**config.mk**
```make
export PLATFORM = sky130hd
export DESIGN_NAME = vts_front
export DESIGN_NICKNAME = d
export VERILOG_FILES = /design/src/rtl/vts_pkg.sv /design/src/rtl/vts_front.sv
export SDC_FILE = /design/constraint.sdc
export NUM_CORES = 2
export LEC_CHECK = 0
export ABC_CLOCK_PERIOD_IN_PS = 29700
export BUFFER_PORTS_ARGS = -buffer_cell sky130_fd_sc_hd__buf_2
export CAP_MARGIN = 25
export CELL_PAD_IN_SITES_DETAIL_PLACEMENT = 1
export CELL_PAD_IN_SITES_GLOBAL_PLACEMENT = 2
export CORE_ASPECT_RATIO = 1.25
export CORE_MARGIN = 5
export CORE_UTILIZATION = 35
export DETAILED_ROUTE_END_ITERATION = 7
export GPL_TIMING_DRIVEN = 0
export PLACE_DENSITY = 0.79
export SYNTH_ARGS = -nofsm -noshare
export SYNTH_HDL_FRONTEND = slang
export SYNTH_SLANG_ARGS = --single-unit
```
**constraint.sdc**
```tcl
create_clock -name clock -period 29.7 [get_ports clock]
set_input_delay 5.94 -clock clock [delete_from_list [all_inputs] [get_ports clock]]
set_output_delay 5.94 -clock clock [all_outputs]
set_load 0.05 [all_outputs]
```
**src/rtl/vts_pkg.sv**
```systemverilog
// Shared types, field widths and codes for the video transition shape block.
package vts_pkg;

   localparam int CSR_IDX_W  = 3;
   localparam int CSR_DATA_W = 17;
   localparam int KIND_W     = 3;
   localparam int DIR_W      = 2;
   localparam int SOFT_W     = 17;
   localparam int DIM_REG_W  = 14;
   localparam int PROG_W     = 18;
   localparam int Q16_W      = 17;
   localparam int ROOT2_W    = 31;

   localparam int OFS_W      = 23;
   localparam int OP_W       = 17;
   localparam int SHAPE_W    = 2;
   localparam int FEATHER_W  = 22;
   localparam int MASK_W     = 25;
   localparam int CENTRE_W   = 24;

   localparam logic [Q16_W-1:0]     ONE_Q16     = 17'd65536;
   localparam logic [Q16_W-1:0]     HALF_Q16    = 17'd32768;
   localparam logic [Q16_W:0]       HALF_Q17    = 18'd65536;
   localparam logic [29:0]          HALF_Q30    = 30'd536870912;
   localparam logic [ROOT2_W-1:0]   ROOT2_Q30   = 31'd1518500250;
   localparam logic [FEATHER_W-1:0] FEATHER_MAX = 22'h3FFFFF;

   localparam logic [KIND_W-1:0] KIND_DISSOLVE = 3'd0;
   localparam logic [KIND_W-1:0] KIND_WIPE     = 3'd1;
   localparam logic [KIND_W-1:0] KIND_SLIDE    = 3'd2;
   localparam logic [KIND_W-1:0] KIND_PUSH     = 3'd3;
   localparam logic [KIND_W-1:0] KIND_IRIS     = 3'd4;
   localparam logic [KIND_W-1:0] KIND_ZOOM     = 3'd5;
   localparam logic [KIND_W-1:0] KIND_DIP      = 3'd6;

   localparam logic [DIR_W-1:0] DIR_RIGHT = 2'd0;
   localparam logic [DIR_W-1:0] DIR_LEFT  = 2'd1;
   localparam logic [DIR_W-1:0] DIR_DOWN  = 2'd2;
   localparam logic [DIR_W-1:0] DIR_UP    = 2'd3;

   localparam logic [SHAPE_W-1:0] SHAPE_NONE    = 2'd0;
   localparam logic [SHAPE_W-1:0] SHAPE_RECT    = 2'd1;
   localparam logic [SHAPE_W-1:0] SHAPE_ELLIPSE = 2'd2;

   localparam logic [CSR_IDX_W-1:0] CSR_KIND      = 3'd0;
   localparam logic [CSR_IDX_W-1:0] CSR_DIRECTION = 3'd1;
   localparam logic [CSR_IDX_W-1:0] CSR_SOFTNESS  = 3'd2;
   localparam logic [CSR_IDX_W-1:0] CSR_WIDTH     = 3'd3;
   localparam logic [CSR_IDX_W-1:0] CSR_HEIGHT    = 3'd4;

   localparam logic [DIM_REG_W-1:0] WIDTH_RESET  = 14'd1920;
   localparam logic [DIM_REG_W-1:0] HEIGHT_RESET = 14'd1080;

   typedef struct packed {
      logic [KIND_W-1:0]    kind;
      logic [DIR_W-1:0]     direction;
      logic [SOFT_W-1:0]    softness;
      logic [DIM_REG_W-1:0] frame_width;
      logic [DIM_REG_W-1:0] frame_height;
   } cfg_type;

endpackage

```
**src/rtl/vts_front.sv**
```systemverilog
// Front pipeline stages: progress clamp, first multiplier rank and rounding.
module vts_front #(
   parameter int PIX_W = 22
) (
   input  logic                    clock,
   input  logic                    reset,
   input  vts_pkg::cfg_type        cfg,
   input  logic [PIX_W-1:0]        wq,
   input  logic [PIX_W-1:0]        hq,
   input  logic                    req_valid,
   output logic                    req_ready,
   input  logic signed [17:0]      req_progress,
   output logic                    s3_valid,
   input  logic                    s3_ready,
   output logic [16:0]             s3_t,
   output logic [PIX_W-1:0]        s3_f,
   output logic [PIX_W+1:0]        s3_ax,
   output logic [PIX_W+1:0]        s3_ay,
   output logic [PIX_W-1:0]        s3_inc,
   output logic [PIX_W-1:0]        s3_outc
);
   import vts_pkg::*;

   localparam int PROD_F_W = PIX_W + SOFT_W;
   localparam int PROD_G_W = PIX_W + ROOT2_W;
   localparam int PROD_D_W = PIX_W + Q16_W;
   localparam int AX_W     = PIX_W + 2;

   logic stage1_ready, stage2_ready, stage3_ready;
   logic v1_ff, v1_in, v2_ff, v2_in, v3_ff, v3_in;

   logic [Q16_W-1:0]    t1_ff, t1_in, t2_ff, t2_in, t3_ff, t3_in;
   logic [PROD_F_W-1:0] prod_f2_ff, prod_f2_in;
   logic [PROD_G_W-1:0] prod_gw2_ff, prod_gw2_in, prod_gh2_ff, prod_gh2_in;
   logic [PROD_D_W-1:0] prod_in2_ff, prod_in2_in, prod_out2_ff, prod_out2_in;
   logic [PIX_W-1:0]    f3_ff, f3_in, inc3_ff, inc3_in, outc3_ff, outc3_in;
   logic [AX_W-1:0]     ax3_ff, ax3_in, ay3_ff, ay3_in;

   logic                horizontal;
   logic [PIX_W-1:0]    tr, fdim;
   logic [SOFT_W-1:0]   s_sat;
   logic [Q16_W-1:0]    rest_t;
   logic [PROD_F_W:0]   f_sum;
   logic [PROD_G_W:0]   gw_sum, gh_sum;
   logic [PROD_D_W:0]   inc_sum, outc_sum;
   logic [PIX_W:0]      gw, gh;

   assign stage3_ready = !v3_ff || s3_ready;
   assign stage2_ready = !v2_ff || stage3_ready;
   assign stage1_ready = !v1_ff || stage2_ready;
   assign req_ready    = stage1_ready;

   assign v1_in = stage1_ready ? req_valid : v1_ff;
   assign v2_in = stage2_ready ? v1_ff : v2_ff;
   assign v3_in = stage3_ready ? v2_ff : v3_ff;

   assign horizontal = (cfg.direction == DIR_RIGHT) || (cfg.direction == DIR_LEFT);
   assign tr         = horizontal ? wq : hq;

   always_comb begin
      if (req_progress[PROG_W-1]) begin
         t1_in = '0;
      end else if (req_progress[Q16_W-1:0] > ONE_Q16) begin
         t1_in = ONE_Q16;
      end else begin
         t1_in = req_progress[Q16_W-1:0];
      end
   end

   always_comb begin
      if (cfg.kind == KIND_IRIS) begin
         fdim = (wq < hq) ? wq : hq;
      end else begin
         fdim = tr;
      end
      s_sat        = (cfg.softness > ONE_Q16) ? ONE_Q16 : cfg.softness;
      rest_t       = ONE_Q16 - t1_ff;
      t2_in        = t1_ff;
      prod_f2_in   = PROD_F_W'(s_sat) * PROD_F_W'(fdim);
      prod_gw2_in  = PROD_G_W'(wq) * PROD_G_W'(ROOT2_Q30);
      prod_gh2_in  = PROD_G_W'(hq) * PROD_G_W'(ROOT2_Q30);
      prod_in2_in  = PROD_D_W'(tr) * PROD_D_W'(rest_t);
      prod_out2_in = PROD_D_W'(tr) * PROD_D_W'(t1_ff);
   end

   always_comb begin
      f_sum    = {1'b0, prod_f2_ff} + (PROD_F_W + 1)'(HALF_Q16);
      gw_sum   = {1'b0, prod_gw2_ff} + (PROD_G_W + 1)'(HALF_Q30);
      gh_sum   = {1'b0, prod_gh2_ff} + (PROD_G_W + 1)'(HALF_Q30);
      inc_sum  = {1'b0, prod_in2_ff} + (PROD_D_W + 1)'(HALF_Q16);
      outc_sum = {1'b0, prod_out2_ff} + (PROD_D_W + 1)'(HALF_Q16);
      gw       = gw_sum[30 +: PIX_W + 1];
      gh       = gh_sum[30 +: PIX_W + 1];
      f3_in    = f_sum[16 +: PIX_W];
      inc3_in  = inc_sum[16 +: PIX_W];
      outc3_in = outc_sum[16 +: PIX_W];
      t3_in    = t2_ff;
      if (cfg.kind == KIND_IRIS) begin
         ax3_in = AX_W'(gw) + {1'b0, f3_in, 1'b0};
      end else begin
         ax3_in = AX_W'(tr) + AX_W'(f3_in);
      end
      ay3_in = AX_W'(gh) + {1'b0, f3_in, 1'b0};
   end

   always_ff @(posedge clock) begin
      if (reset) begin
         v1_ff <= 1'b0;
         v2_ff <= 1'b0;
         v3_ff <= 1'b0;
      end else begin
         v1_ff <= v1_in;
         v2_ff <= v2_in;
         v3_ff <= v3_in;
      end
   end

   always_ff @(posedge clock) begin
      if (stage1_ready) begin
         t1_ff <= t1_in;
      end
      if (stage2_ready) begin
         t2_ff        <= t2_in;
         prod_f2_ff   <= prod_f2_in;
         prod_gw2_ff  <= prod_gw2_in;
         prod_gh2_ff  <= prod_gh2_in;
         prod_in2_ff  <= prod_in2_in;
         prod_out2_ff <= prod_out2_in;
      end
      if (stage3_ready) begin
         t3_ff    <= t3_in;
         f3_ff    <= f3_in;
         ax3_ff   <= ax3_in;
         ay3_ff   <= ay3_in;
         inc3_ff  <= inc3_in;
         outc3_ff <= outc3_in;
      end
   end

   assign s3_valid = v3_ff;
   assign s3_t     = t3_ff;
   assign s3_f     = f3_ff;
   assign s3_ax    = ax3_ff;
   assign s3_ay    = ay3_ff;
   assign s3_inc   = inc3_ff;
   assign s3_outc  = outc3_ff;

endmodule

```
==> impl_metrics.py <==
metrics = {
    "status": {
        "outcome": "finished, final reports clean",
    },
    "logic_synthesis": {
        "synth_ff_type": "edfxtp_1",
        "synth-xor-area-share_pct": 3.69,
        "synth_top_area_cell": "fa_1",
        "synthSimpleGateAreaFrac_pct": 12.0,
        "syn_area_mm2": 0.0682,
        "yosys.cell_count.top_type": "inv_1",
        "synth_cell_types": 76,
        "netlist.area_leader.share_pct": 38.6,
        "synthCells": 7086,
        "seq_area_frac_synth_pct": 12.5,
        "syn_area_per_cell_um2": 9.62,
        "synth-edff-count": 282,
        "synth_fa_ha_area_share_pct": 56.2,
        "yosys-top-cells-count": "1680 x inv_1, 1315 x fa_1, 956 x ha_1, 867 x nand2_1, 350 x nor2_1",
        "synth_mux_area_share_pct": 0.248,
        "synthArstFlopShare_pct": 0,
        "synth_area_leaders": "fa_1 39%, ha_1 18%, edfxtp_1 12%, inv_1 9.2%, nand2_1 4.8%",
        "yosys_warnings": 0,
        "synth_compound_area_share_pct": 5.04,
        "yosys_register_bits": 285,
        "synth_top_family_by_area": "adder cells",
        "synth_fp_nets": 9473,
    },
    "setup_path": {
        "crit_buf_inv": 7,
        "crit_slowest_cell": "o21ai_1",
        "reg2regPathDepth": 31,
        "startpoint_type": "input port",
        "crit_top_cell": "fa_1",
        "reg2reg_slack_ns": 19.96,
        "arrival_ns": 16.56,
        "cp_top_family": "adder cells",
        "critPathCapture": "prod_f2_ff[36]",
        "cp_slowest_stage_delay_ns": 0.76,
        "cp-end-kind": "register",
        "critPathLaunch": "hq[1]",
        "reg2reg_from": "t1_ff[1]",
        "cp_max_fo": 10,
        "worstSetupPathDepth": 35,
        "crit_type": "in -> reg",
        "cp.required_ns": 30.05,
        "timing.rr.end": "prod_in2_ff[37]",
    },
    "timing": {
        "finalSetupTns_ns": 0,
        "drv_slew": 0,
        "hold_viol": 0,
        "worst_slack_ns": 13.50,
        "fin_crit_sh_pct": 54.6,
        "fmax_mhz": 61.7,
        "final.min_clock_period_ns": 16.20,
        "worstMarginPinSlew_ns": 1.12,
        "max-slew-margin-rel_pct": 24.4,
        "skew_ns": 0.0546,
        "rsz0062_at_grt": "no",
        "hold_slack_ns": 0.391,
        "setup_violations": 0,
    },
    "layout": {
        "nNetsFinal": 9768,
        "fillers": 22507,
        "final_area_mm2": 0.0744,
        "regArea_mm2": 0.00853,
        "area_growth_pct": 9.11,
        "multi_input_area_mm2": 0.0527,
        "drive_above_1_share_pct": 5.14,
    },
    "clock_network": {
        "cts_tree": "built",
        "cts_hold_buf": 0,
        "clk_path_buf_depth": 3,
        "path_clk_slew_ns": 0.06,
        "postCtsSetupRepairBufs": 0,
        "cts_resized": 0,
        "h-tree-depth": 2,
        "worstSkewPairLatency_ns": 0.65,
        "numCtsBuffers": 38,
        "clock_sinks": 285,
        "cts_root_buf": "clkbuf_16",
    },
    "die": {
        "coreArea_mm2": 0.194,
        "die_w_um": 405,
        "die_y_um": 503,
        "rows": 181,
        "start_util_pct": 35.1,
        "die_area_mm2": 0.204,
        "io_pins": 249,
    },
    "drt": {
        "drc": 0,
        "viasPerCell": 5.07,
        "dr.pass1.iters": 5,
        "drt_iter0_drc": 2201,
        "antenna_left": 0,
        "drt_wl_total_um": 233000,
        "routedWlPerCell_um": 23.4,
        "via_count": 50623,
    },
    "placed_design": {
        "gpl.final_weighted_congestion": 0.925,
        "place_area_mm2": 0.0730,
        "hpwl_um": 201000,
        "dp_slack_ns": 12.84,
        "numPortBuffers": 218,
    },
    "worst_hold_path": {
        "hold_class": "reg -> reg",
    },
    "global_routing": {
        "grt_pass1_wl_um": 355000,
        "grt_antenna_before_repair": 21,
        "grt_pass1_vias": 58578,
        "track_usage_pct": 23.3,
        "overflow": 0,
        "grt_max_degree": 85,
    },
    "job": {
        "drv_cap": 0,
    },
}
[worst register-to-register path: cells and delay by family (launching register included)]
kind	cells	cell delay, ns
AOI/OAI and AO/OA	7	1.90
DFF	1	0.47
xor gates and xnor gates	2	0.56
adders and majority gates	8	3.47
and+or+nand+nor	8	1.96
buffers and inverters	6	1.08
[cells in the final DEF (no fill, tap or decap), types with 8 or more instances in the layout]
cell type	count
inv_1	1678
fa_1	1315
ha_1	956
nand2_1	867
nor2_1	350
edfxtp_1	282
buf_2	219
xnor2_1	198
clkbuf_1	190
a21oi_1	154
and2_1	140
nor2b_1	124
a21o_1	102
o21ai_0	92
nand3_1	82
xor2_1	76
nor3_1	48
nand4_1	43
and3_1	40
o21a_1	38
clkbuf_16	38
nand2b_1	29
a211oi_1	20
o21ai_1	19
buf_4	16
a31oi_1	16
or2_2	16
o21bai_1	16
or3_1	15
nor4_1	14
buf_1	12
inv_6	11
and4_1	10
xnor2_2	10
buf_6	10
diode_2	8
[logic make-up (layout without fill, tap and decap cells)]
| logic type | Yosys count | after routing |
|---|---|---|
| simple gates | 1804 | 1804 |
| fa+ha+maj | 2271 | 2271 |
| flops | 285 | 285 |
| buf+inv | 1887 | 2212 |
| other cells | 0 | 8 |
| compound gates | 536 | 536 |
| xor+xnor | 287 | 287 |
| mux | 16 | 16 |
[layout make-up]
type | instances | share of cell area (%)
multi-input cells | 4914 | 70.8
flip-flops and latches | 285 | 11.5
inverters | 1684 | 8.51
well taps | 2562 | 4.31
repair buffers | 255 | 2.09
clock buffers | 40 | 1.29
plain buffers | 203 | 1.04
clock inverters | 30 | 0.471
diodes | 8 | 0.0269
[sequential cells by signal, indices dropped and copies added, names as in the netlist, 17 cells and up]
register,flops
s3_f,22
s3_t,17
s3_ax,24
prod_gh2_ff,24
s3_ay,24
t2_ff,17
prod_gw2_ff,24
prod_in2_ff,23
s3_outc,22
t1_ff,17
s3_inc,22
prod_out2_ff,23
prod_f2_ff,23
[how the worst min path moves through the flow]
stage,start,slack (ns),depth (start not counted),endpoint
after floorplan,t2_ff[0],0.40,0,s3_t[0]
after global placement,t2_ff[4],0.40,0,s3_t[4]
after detailed placement,t2_ff[4],0.41,0,s3_t[4]
after CTS,t2_ff[10],0.39,0,s3_t[10]
after global routing,t2_ff[10],0.40,0,s3_t[10]
final,t2_ff[10],0.39,0,s3_t[10]
[per-stage QoR]
| step | utilization (%) | instances |
|---|---|---|
| floorplan | - | 7086 |
| global placement | 37.3 | 9866 |
| detailed placement | 37.6 | 9898 |
| CTS | 38.3 | 9968 |
| global route | 38.3 | 9973 |
| finish | 38.3 | 9981 |
[per-layer routing]
metal / up-vias / routed length [um] / GRT usage, %
met5: - / 96 / 0
met4: 14 / 12200 / 10.1
met3: 492 / 10300 / 2.70
met2: 1260 / 122000 / 43.5
met1: 26477 / 88900 / 26.8
li1: 22380 / - / -
Power is left out: the tool's default activity adds up to more than one toggle a clock period on the data nets, which glitch-free logic cannot reach.
