**config.mk**
```make
export PLATFORM = sky130hd
export DESIGN_NAME = vts_back
export DESIGN_NICKNAME = d
export VERILOG_FILES = /design/src/rtl/vts_pkg.sv /design/src/rtl/vts_back.sv
export SDC_FILE = /design/constraint.sdc
export NUM_CORES = 2
export LEC_CHECK = 0
export BUFFER_PORTS_ARGS = -buffer_cell sky130_fd_sc_hd__buf_2
export CAP_MARGIN = 25
export CORE_ASPECT_RATIO = 1.4
export CORE_MARGIN = 2
export CORE_UTILIZATION = 50
export CTS_BUF_LIST = sky130_fd_sc_hd__clkbuf_8
export CTS_CLUSTER_DIAMETER = 60
export DETAILED_ROUTE_END_ITERATION = 6
export GPL_TIMING_DRIVEN = 0
export HOLD_SLACK_MARGIN = 0.1
export PLACE_DENSITY = 0.71
export SLEW_MARGIN = 20
export SYNTH_ARGS = -nofsm -noshare
export SYNTH_HDL_FRONTEND = slang
export SYNTH_SLANG_ARGS = --single-unit
export TNS_END_PERCENT = 30
```
**constraint.sdc**
```tcl
create_clock -name clock -period 8.45 [get_ports clock]
set_input_delay 1.69 -clock clock [delete_from_list [all_inputs] [get_ports clock]]
set_output_delay 1.69 -clock clock [all_outputs]
set_load 0.02 [all_outputs]
```
**src/rtl/vts_pkg.sv**
```systemverilog
// Shared types, field widths and codes for the video transition shape block.
package vts_pkg;

   localparam int CSR_IDX_W  = 3;
   localparam int CSR_DATA_W = 17;
   localparam int KIND_W     = 3;
   localparam int DIR_W      = 2;
   localparam int SOFT_W     = 17;
   localparam int DIM_REG_W  = 14;
   localparam int PROG_W     = 18;
   localparam int Q16_W      = 17;
   localparam int ROOT2_W    = 31;

   localparam int OFS_W      = 23;
   localparam int OP_W       = 17;
   localparam int SHAPE_W    = 2;
   localparam int FEATHER_W  = 22;
   localparam int MASK_W     = 25;
   localparam int CENTRE_W   = 24;

   localparam logic [Q16_W-1:0]     ONE_Q16     = 17'd65536;
   localparam logic [Q16_W-1:0]     HALF_Q16    = 17'd32768;
   localparam logic [Q16_W:0]       HALF_Q17    = 18'd65536;
   localparam logic [29:0]          HALF_Q30    = 30'd536870912;
   localparam logic [ROOT2_W-1:0]   ROOT2_Q30   = 31'd1518500250;
   localparam logic [FEATHER_W-1:0] FEATHER_MAX = 22'h3FFFFF;

   localparam logic [KIND_W-1:0] KIND_DISSOLVE = 3'd0;
   localparam logic [KIND_W-1:0] KIND_WIPE     = 3'd1;
   localparam logic [KIND_W-1:0] KIND_SLIDE    = 3'd2;
   localparam logic [KIND_W-1:0] KIND_PUSH     = 3'd3;
   localparam logic [KIND_W-1:0] KIND_IRIS     = 3'd4;
   localparam logic [KIND_W-1:0] KIND_ZOOM     = 3'd5;
   localparam logic [KIND_W-1:0] KIND_DIP      = 3'd6;

   localparam logic [DIR_W-1:0] DIR_RIGHT = 2'd0;
   localparam logic [DIR_W-1:0] DIR_LEFT  = 2'd1;
   localparam logic [DIR_W-1:0] DIR_DOWN  = 2'd2;
   localparam logic [DIR_W-1:0] DIR_UP    = 2'd3;

   localparam logic [SHAPE_W-1:0] SHAPE_NONE    = 2'd0;
   localparam logic [SHAPE_W-1:0] SHAPE_RECT    = 2'd1;
   localparam logic [SHAPE_W-1:0] SHAPE_ELLIPSE = 2'd2;

   localparam logic [CSR_IDX_W-1:0] CSR_KIND      = 3'd0;
   localparam logic [CSR_IDX_W-1:0] CSR_DIRECTION = 3'd1;
   localparam logic [CSR_IDX_W-1:0] CSR_SOFTNESS  = 3'd2;
   localparam logic [CSR_IDX_W-1:0] CSR_WIDTH     = 3'd3;
   localparam logic [CSR_IDX_W-1:0] CSR_HEIGHT    = 3'd4;

   localparam logic [DIM_REG_W-1:0] WIDTH_RESET  = 14'd1920;
   localparam logic [DIM_REG_W-1:0] HEIGHT_RESET = 14'd1080;

   typedef struct packed {
      logic [KIND_W-1:0]    kind;
      logic [DIR_W-1:0]     direction;
      logic [SOFT_W-1:0]    softness;
      logic [DIM_REG_W-1:0] frame_width;
      logic [DIM_REG_W-1:0] frame_height;
   } cfg_type;

endpackage

```
**src/rtl/vts_back.sv**
```systemverilog
// Back pipeline stages: second multiplier rank, mask sums, saturation and output register.
module vts_back #(
   parameter int PIX_W = 22
) (
   input  logic                    clock,
   input  logic                    reset,
   input  vts_pkg::cfg_type        cfg,
   input  logic [PIX_W-1:0]        wq,
   input  logic [PIX_W-1:0]        hq,
   input  logic                    s3_valid,
   output logic                    s3_ready,
   input  logic [16:0]             s3_t,
   input  logic [PIX_W-1:0]        s3_f,
   input  logic [PIX_W+1:0]        s3_ax,
   input  logic [PIX_W+1:0]        s3_ay,
   input  logic [PIX_W-1:0]        s3_inc,
   input  logic [PIX_W-1:0]        s3_outc,
   output logic                    rsp_valid,
   input  logic                    rsp_ready,
   output logic signed [22:0]      rsp_in_offset_x,
   output logic signed [22:0]      rsp_in_offset_y,
   output logic signed [22:0]      rsp_out_offset_x,
   output logic signed [22:0]      rsp_out_offset_y,
   output logic [16:0]             rsp_in_opacity,
   output logic [16:0]             rsp_out_opacity,
   output logic [16:0]             rsp_in_scale,
   output logic [1:0]              rsp_mask_shape,
   output logic [21:0]             rsp_mask_feather,
   output logic signed [24:0]      rsp_mask_width,
   output logic signed [24:0]      rsp_mask_height,
   output logic signed [23:0]      rsp_mask_centre
);
   import vts_pkg::*;

   localparam int AX_W  = PIX_W + 2;
   localparam int PP_W  = AX_W + Q16_W;
   localparam int LEN_W = PIX_W + 4;
   localparam int CN_W  = PIX_W + 20;
   localparam int MAG_W = PIX_W + 4;
   localparam int CMP_W = (MAG_W > MASK_W + 1) ? MAG_W : MASK_W + 1;

   logic stage4_ready, stage5_ready, stage6_ready;
   logic v4_ff, v4_in, v5_ff, v5_in, v6_ff, v6_in;

   logic [Q16_W-1:0] t4_ff, t4_in, t5_ff, t5_in;
   logic [PIX_W-1:0] f4_ff, f4_in, f5_ff, f5_in;
   logic [PIX_W-1:0] inc4_ff, inc4_in, inc5_ff, inc5_in;
   logic [PIX_W-1:0] outc4_ff, outc4_in, outc5_ff, outc5_in;
   logic [PP_W-1:0]  pp_x4_ff, pp_x4_in, pp_y4_ff, pp_y4_in;
   logic [LEN_W-1:0] len5_ff, len5_in, mw_r5_ff, mw_r5_in, mh_r5_ff, mh_r5_in;
   logic [CN_W-1:0]  cn_mag5_ff, cn_mag5_in;
   logic             cn_neg5_ff, cn_neg5_in;
   logic [PIX_W+1:0] across5_ff, across5_in;

   logic [OFS_W-1:0]     in_x6_ff, in_x6_in, in_y6_ff, in_y6_in;
   logic [OFS_W-1:0]     out_x6_ff, out_x6_in, out_y6_ff, out_y6_in;
   logic [OP_W-1:0]      in_op6_ff, in_op6_in, out_op6_ff, out_op6_in;
   logic [OP_W-1:0]      scale6_ff, scale6_in;
   logic [SHAPE_W-1:0]   shape6_ff, shape6_in;
   logic [FEATHER_W-1:0] feather6_ff, feather6_in;
   logic [MASK_W-1:0]    mw6_ff, mw6_in, mh6_ff, mh6_in;
   logic [CENTRE_W-1:0]  mc6_ff, mc6_in;

   logic              horizontal, forward;
   logic [PIX_W-1:0]  tr;
   logic [PP_W+1:0]   len_sum;
   logic [PP_W:0]     mw_sum, mh_sum;
   logic [CN_W-1:0]   cn_pos, cn_negpart;
   logic [CN_W:0]     mc_sum;
   logic [MAG_W-1:0]  mc_mag, mw_mag, mh_mag;
   logic              mc_neg, mw_neg, mh_neg;
   logic [MASK_W-1:0] inc_s, outc_s, len_s, across_s, mc_s, mw_s, mh_s;
   logic [CMP_W-1:0]  f_wide;
   logic [Q16_W:0]    dbl_t;
   logic [FEATHER_W-1:0] feather_s;

   function automatic logic [MASK_W-1:0] sat_field(input logic [MAG_W-1:0] mag,
                                                    input logic neg, input int bits);
      logic [CMP_W-1:0] wide;
      logic [CMP_W-1:0] lim;
      logic [CMP_W-1:0] val;
      wide = CMP_W'(mag);
      lim  = CMP_W'(1) << (bits - 1);
      if (neg) begin
         val       = (wide > lim) ? lim : wide;
         sat_field = MASK_W'(CMP_W'(0) - val);
      end else begin
         val       = (wide > lim - CMP_W'(1)) ? lim - CMP_W'(1) : wide;
         sat_field = MASK_W'(val);
      end
   endfunction

   assign stage6_ready = !v6_ff || rsp_ready;
   assign stage5_ready = !v5_ff || stage6_ready;
   assign stage4_ready = !v4_ff || stage5_ready;
   assign s3_ready     = stage4_ready;

   assign v4_in = stage4_ready ? s3_valid : v4_ff;
   assign v5_in = stage5_ready ? v4_ff : v5_ff;
   assign v6_in = stage6_ready ? v5_ff : v6_ff;

   assign horizontal = (cfg.direction == DIR_RIGHT) || (cfg.direction == DIR_LEFT);
   assign forward    = (cfg.direction == DIR_RIGHT) || (cfg.direction == DIR_DOWN);
   assign tr         = horizontal ? wq : hq;

   always_comb begin
      pp_x4_in = PP_W'(s3_t) * PP_W'(s3_ax);
      pp_y4_in = PP_W'(s3_t) * PP_W'(s3_ay);
      t4_in    = s3_t;
      f4_in    = s3_f;
      inc4_in  = s3_inc;
      outc4_in = s3_outc;
   end

   always_comb begin
      len_sum    = (PP_W + 2)'(pp_x4_ff) + (PP_W + 2)'({f4_ff, 15'b0})
                   + (PP_W + 2)'(HALF_Q16);
      len5_in    = len_sum[16 +: LEN_W];
      mw_sum     = {1'b0, pp_x4_ff} + (PP_W + 1)'(HALF_Q16);
      mh_sum     = {1'b0, pp_y4_ff} + (PP_W + 1)'(HALF_Q16);
      mw_r5_in   = mw_sum[16 +: LEN_W];
      mh_r5_in   = mh_sum[16 +: LEN_W];
      cn_pos     = CN_W'(pp_x4_ff);
      cn_negpart = CN_W'({tr, 16'b0}) + CN_W'({f4_ff, 16'b0}) + CN_W'({f4_ff, 15'b0});
      cn_neg5_in = cn_pos < cn_negpart;
      cn_mag5_in = cn_neg5_in ? (cn_negpart - cn_pos) : (cn_pos - cn_negpart);
      across5_in = (PIX_W + 2)'(horizontal ? hq : wq) + (PIX_W + 2)'({f4_ff, 1'b0});
      t5_in      = t4_ff;
      f5_in      = f4_ff;
      inc5_in    = inc4_ff;
      outc5_in   = outc4_ff;
   end

   always_comb begin
      mc_sum    = {1'b0, cn_mag5_ff} + (CN_W + 1)'(HALF_Q17);
      mc_mag    = mc_sum[17 +: MAG_W];
      mc_neg    = cn_neg5_ff ^ !forward;
      mw_neg    = MAG_W'(mw_r5_ff) < MAG_W'(f5_ff);
      mh_neg    = MAG_W'(mh_r5_ff) < MAG_W'(f5_ff);
      mw_mag    = mw_neg ? MAG_W'(f5_ff) - MAG_W'(mw_r5_ff) : MAG_W'(mw_r5_ff) - MAG_W'(f5_ff);
      mh_mag    = mh_neg ? MAG_W'(f5_ff) - MAG_W'(mh_r5_ff) : MAG_W'(mh_r5_ff) - MAG_W'(f5_ff);
      inc_s     = sat_field(MAG_W'(inc5_ff), forward, OFS_W);
      outc_s    = sat_field(MAG_W'(outc5_ff), !forward, OFS_W);
      len_s     = sat_field(MAG_W'(len5_ff), 1'b0, MASK_W);
      across_s  = sat_field(MAG_W'(across5_ff), 1'b0, MASK_W);
      mc_s      = sat_field(mc_mag, mc_neg, CENTRE_W);
      mw_s      = sat_field(mw_mag, mw_neg, MASK_W);
      mh_s      = sat_field(mh_mag, mh_neg, MASK_W);
      f_wide    = CMP_W'(f5_ff);
      feather_s = (f_wide > CMP_W'(FEATHER_MAX)) ? FEATHER_MAX : FEATHER_W'(f_wide);
      dbl_t     = {t5_ff, 1'b0};
   end

   always_comb begin
      in_x6_in    = '0;
      in_y6_in    = '0;
      out_x6_in   = '0;
      out_y6_in   = '0;
      in_op6_in   = ONE_Q16;
      out_op6_in  = ONE_Q16;
      scale6_in   = ONE_Q16;
      shape6_in   = SHAPE_NONE;
      feather6_in = '0;
      mw6_in      = '0;
      mh6_in      = '0;
      mc6_in      = '0;
      unique case (cfg.kind)
         KIND_WIPE: begin
            shape6_in   = SHAPE_RECT;
            feather6_in = feather_s;
            mc6_in      = mc_s[CENTRE_W-1:0];
            if (horizontal) begin
               mw6_in = len_s;
               mh6_in = across_s;
            end else begin
               mw6_in = across_s;
               mh6_in = len_s;
            end
         end
         KIND_SLIDE, KIND_PUSH: begin
            if (horizontal) begin
               in_x6_in = inc_s[OFS_W-1:0];
               if (cfg.kind == KIND_PUSH) begin
                  out_x6_in = outc_s[OFS_W-1:0];
               end
            end else begin
               in_y6_in = inc_s[OFS_W-1:0];
               if (cfg.kind == KIND_PUSH) begin
                  out_y6_in = outc_s[OFS_W-1:0];
               end
            end
         end
         KIND_IRIS: begin
            shape6_in   = SHAPE_ELLIPSE;
            feather6_in = feather_s;
            mw6_in      = mw_s;
            mh6_in      = mh_s;
         end
         KIND_ZOOM: begin
            scale6_in = t5_ff;
         end
         KIND_DIP: begin
            out_op6_in = (dbl_t >= (Q16_W + 1)'(ONE_Q16)) ? '0
                         : OP_W'((Q16_W + 1)'(ONE_Q16) - dbl_t);
            in_op6_in  = (dbl_t <= (Q16_W + 1)'(ONE_Q16)) ? '0
                         : OP_W'(dbl_t - (Q16_W + 1)'(ONE_Q16));
         end
         default: begin
            in_op6_in = t5_ff;
         end
      endcase
   end

   always_ff @(posedge clock) begin
      if (reset) begin
         v4_ff <= 1'b0;
         v5_ff <= 1'b0;
         v6_ff <= 1'b0;
      end else begin
         v4_ff <= v4_in;
         v5_ff <= v5_in;
         v6_ff <= v6_in;
      end
   end

   always_ff @(posedge clock) begin
      if (stage4_ready) begin
         pp_x4_ff <= pp_x4_in;
         pp_y4_ff <= pp_y4_in;
         t4_ff    <= t4_in;
         f4_ff    <= f4_in;
         inc4_ff  <= inc4_in;
         outc4_ff <= outc4_in;
      end
      if (stage5_ready) begin
         len5_ff    <= len5_in;
         mw_r5_ff   <= mw_r5_in;
         mh_r5_ff   <= mh_r5_in;
         cn_mag5_ff <= cn_mag5_in;
         cn_neg5_ff <= cn_neg5_in;
         across5_ff <= across5_in;
         t5_ff      <= t5_in;
         f5_ff      <= f5_in;
         inc5_ff    <= inc5_in;
         outc5_ff   <= outc5_in;
      end
      if (stage6_ready) begin
         in_x6_ff    <= in_x6_in;
         in_y6_ff    <= in_y6_in;
         out_x6_ff   <= out_x6_in;
         out_y6_ff   <= out_y6_in;
         in_op6_ff   <= in_op6_in;
         out_op6_ff  <= out_op6_in;
         scale6_ff   <= scale6_in;
         shape6_ff   <= shape6_in;
         feather6_ff <= feather6_in;
         mw6_ff      <= mw6_in;
         mh6_ff      <= mh6_in;
         mc6_ff      <= mc6_in;
      end
   end

   assign rsp_valid        = v6_ff;
   assign rsp_in_offset_x  = $signed(in_x6_ff);
   assign rsp_in_offset_y  = $signed(in_y6_ff);
   assign rsp_out_offset_x = $signed(out_x6_ff);
   assign rsp_out_offset_y = $signed(out_y6_ff);
   assign rsp_in_opacity   = in_op6_ff;
   assign rsp_out_opacity  = out_op6_ff;
   assign rsp_in_scale     = scale6_ff;
   assign rsp_mask_shape   = shape6_ff;
   assign rsp_mask_feather = feather6_ff;
   assign rsp_mask_width   = $signed(mw6_ff);
   assign rsp_mask_height  = $signed(mh6_ff);
   assign rsp_mask_centre  = $signed(mc6_ff);

endmodule

```
==> run_results.csv <==
group,metric,value,unit
status,status,"finished clean",
floorplanning,core,126000,sq um
clock_network,cts_sinks,605,
timing,clock_skew,0.0985,ns
yosys,synth_edf_count,602,
global_route,grt_pass1_vias,51344,
critical_path,r2r-start,"f5_ff[1]",
route,drt-initial-drc-count,4095,
route,ant_nets,0,
clock_network,cts_tree,"yes",
clock_network,ctsHoldBuffers,0,
yosys,ys_warn_count,0,
yosys,ys_types,110,
global_route,track_usage,0.319,
yosys,yosysTopAreaCell,"edfxtp_1",
power,internal-power,15400,uW
timing,setup_violations,0,
power,power-per-cell-area,454,nW/um^2
clock_network,htreeDepth,3,
floorplanning,dieHeight,424,microns
yosys,yosys-top-cells-area,"edfxtp_1, fa_1, ha_1",
global_route,grt_max_degree,115,
power,seqPwrFrac,0.176,
final_layout,final_area,69900,sq um
timing,maxSlewViolCount,0,
global_route,grt_pass1_wl,309,mm
worst_hold_path,hp-start,"inc4_ff[21]",
placement,dp_hpwl,170,mm
power,combinationalPowerShare,0.745,
placement,place_inst,8606,
critical_path,rrSetupSlack,0.92,ns
yosys,ys_seq_area_frac,0.287,
route,route.detailed.drc,0,
yosys,avgSynthCellArea,9.65,sq um
floorplanning,num_rows,154,
power,design_power_total,31700,uW
critical_path,cp-end-kind,"flop",
floorplanning,die_w,304,microns
route,vias,50448,
global_route,antenna_found_initial,35,
power,ir_worst_vdd,0.431,mV
floorplanning,start_util,0.503,
yosys,syn_inst,6543,
power,switching_share,0.513,
power,power_frac_clock,0.079,
clock_network,worstSkewPairLatency,0.83,ns
critical_path,critPathArrivalTime,8.85,ns
clock_network,root_buffer,"clkbuf_8",
yosys,synth_top_area_frac,0.286,
timing,whs,0.370,ns
timing,finalCritPeriodShare,0.990,
worst_hold_path,worstHoldEndpoint,"inc5_ff[21]",
floorplanning,ios,472,
yosys,synthesis.area,63100,sq um
final_layout,drive_gt1_frac,0.113,
clock_network,clockBufferDepth,3,
yosys,async_flop_share,0,
yosys,synth_ff_type,"edfxtp_1",
critical_path,crit_required,8.93,ns
critical_path,cp-startpoint,"s3_t[8]",
critical_path,path_class,"primary input to flop",
job,cap_viol_max_count,0,
timing,period_minus_slack,8.36,ns
power,p_sw,16300,uW
critical_path,r2r-end,"rsp_mask_height[12]",
final_layout,final_core_util,0.556,
route,wire_per_inst,23.7,microns
clock_network,cts_buffers,96,
yosys,syn_nets,7918,
timing,fmax,120,MHz
route,first_pass_iters,6,
timing,tightestPinTransition,1.04,ns
placement,gp_congestion,0.991,
worst_hold_path,hp-class,"flop to flop",
critical_path,rr_worst_depth,24,
critical_path,critPathLaunchType,"primary input",
final_layout,final_cells,8798,
critical_path,worstPathMaxFanout,10,
yosys,ys_seq_elements,605,
floorplanning,die_area,129000,sq um
clock_network,clkSlewWorstSetupHoldPaths,0.06,ns
final_layout,finalNetCount,8439,
route,vias_per_cell,5.73,
worst_hold_path,whs_path_depth,0,
timing,slew_headroom,0.307,
power,leakage,0.0332,uW
final_layout,syn_to_final_growth,10.7,%
placement,numPortBuffers,415,
route,routed_wl,208,mm
timing,hold_violations,0,
timing,rsz0062_at_grt,"false",
global_route,gr-total-overflow,0,
placement,placed_area,67500,sq um
==> placed cells by master (no fill, tap or decap), types with 77 or more instances in the layout <==
cell and instances:
fa_1 684, nor3_1 77, nand3_1 97, clkbuf_8 103, a21o_1 111, nand2_1 764, buf_2 441, and2_1 363
clkbuf_1 154, inv_1 1057, nor2_1 371, ha_1 461, xnor2_1 214, o21ai_0 186, a21oi_1 327, xor2_1 107
edfxtp_1 602
==> synthesized netlist by cell type (all sizes together) (10+ instances only) <==
cell and count:
o21bai 39, fa 684, mux2 36, nand2 765, nor2b 47, and2 364, ha 462, o211ai 21
nor3 80, o21a 45, o32ai 10, or3 23, o31ai 28, edfxtp 602, a22o 16, xor2 109
and4 18, a21o 111, a21boi 14, clkbuf 248, mux2i 59, nand2b 32, nor4 17, a21oi 336
and3 60, o22ai 32, nor2 371, buf 51, a31oi 38, or2 15, nand3 99, inv 1028
nand4 35, xnor2 215, a211o 15, a211oi 41, a2111oi 13, a221oi 18, o21ai 202, a41oi 13
==> worst max-delay path, cell delays in order <==
cell	delay, ns
buf_2	0.16
clkbuf_4	0.33
clkbuf_4	0.33
nand2_1	0.11
fa_1	0.55
inv_1	0.06
fa_1	0.51
fa_1	0.63
fa_1	0.46
fa_1	0.52
inv_1	0.06
fa_1	0.47
inv_1	0.04
ha_1	0.30
o21a_1	0.13
nor2_1	0.08
or4b_2	0.75
a21oi_1	0.16
o41a_1	0.30
o21ai_1	0.17
o21ai_2	0.20
a21oi_1	0.15
o21ai_2	0.21
a21oi_1	0.13
o21bai_2	0.20
xnor2_1	0.09
==> per-layer routing <==
metal / wire length, microns / GRT usage / vias up
met5: 122 / 0 / -
met4: 16400 / 0.219 / 18
met3: 13500 / 0.0444 / 647
met2: 102000 / 0.552 / 2221
met1: 76300 / 0.369 / 24902
li1: - / - / 22660
==> per-stage QoR <==
| step | TNS (ns) | worst slack, ns |
|---|---|---|
| floorplan | 0 | 0.0197 |
| global placement | -167.53 | -2.14 |
| detailed placement | -103.12 | -2.13 |
| CTS | -0.209 | -0.132 |
| global route | 0 | 0.00339 |
| finish | 0 | 0.0866 |
==> power groups by stage <==
stage	Combinational [uW]	Clock [uW]	Sequential, uW
after global routing	26000	2690	5630
after floorplan	16600	0	5510
after global placement	22600	0	5610
after detailed placement	23000	0	5630
after CTS	23200	2580	5570
final	23600	2510	5580
==> logic make-up after synthesis <==
logic type | Yosys count | synth area share
DFF | 605 | 0.287
AOI/OAI and AO/OA | 1086 | 0.113
adders and majority gates | 1146 | 0.308
other | 1 | 0.0000594
muxes | 95 | 0.0161
and+or+nand+nor | 1959 | 0.149
buffers and inverters | 1327 | 0.0810
xor gates and xnor gates | 324 | 0.0453
==> worst max-delay path by stage <==
| stage | end | slack (ns) | cells past startpoint |
|---|---|---|---|
| floorplan | pp_x4_ff[40] | 0.02 | 25 |
| global placement | cn_mag5_ff[38] | -2.14 | 30 |
| detailed placement | pp_x4_ff[40] | -2.13 | 26 |
| CTS | pp_x4_ff[40] | -0.13 | 25 |
| global route | pp_y4_ff[35] | 0.003 | 28 |
| finish | pp_y4_ff[40] | 0.09 | 26 |
==> registers in the layout (all words and copies together) (netlist names), 22 cells and up <==
| register | cells |
|---|---|
| across5_ff | 24 |
| cn_mag5_ff | 26 |
| f4_ff | 22 |
| f5_ff | 22 |
| inc4_ff | 22 |
| inc5_ff | 22 |
| len5_ff | 26 |
| mh_r5_ff | 26 |
| mw_r5_ff | 26 |
| outc4_ff | 22 |
| outc5_ff | 22 |
| pp_x4_ff | 41 |
| pp_y4_ff | 26 |
| rsp_in_offset_x | 23 |
| rsp_in_offset_y | 23 |
| rsp_mask_centre | 24 |
| rsp_mask_feather | 22 |
| rsp_mask_height | 25 |
| rsp_mask_width | 25 |
| rsp_out_offset_x | 23 |
| rsp_out_offset_y | 23 |
==> what timing repair did <==
action / in CTS / in global routing
pin swaps: 0 / 2
endpoints found under the setup margin: 60 / 30
buffers inserted: 0 / 3
gates cloned: 0 / 0
resized for setup: 108 / 93
==> cell type report <==
type	count	area [sq um]
diodes	22	55.1
plain buffers	294	1510
clock buffers	97	1340
clock inverters	75	582
fillers	11298	55800
inverters	1028	3870
multi-input cells	4611	40000
flip-flops and latches	605	18100
well taps	1638	2050
repair buffers	428	2330
Power figures use the tool's default switching activity.
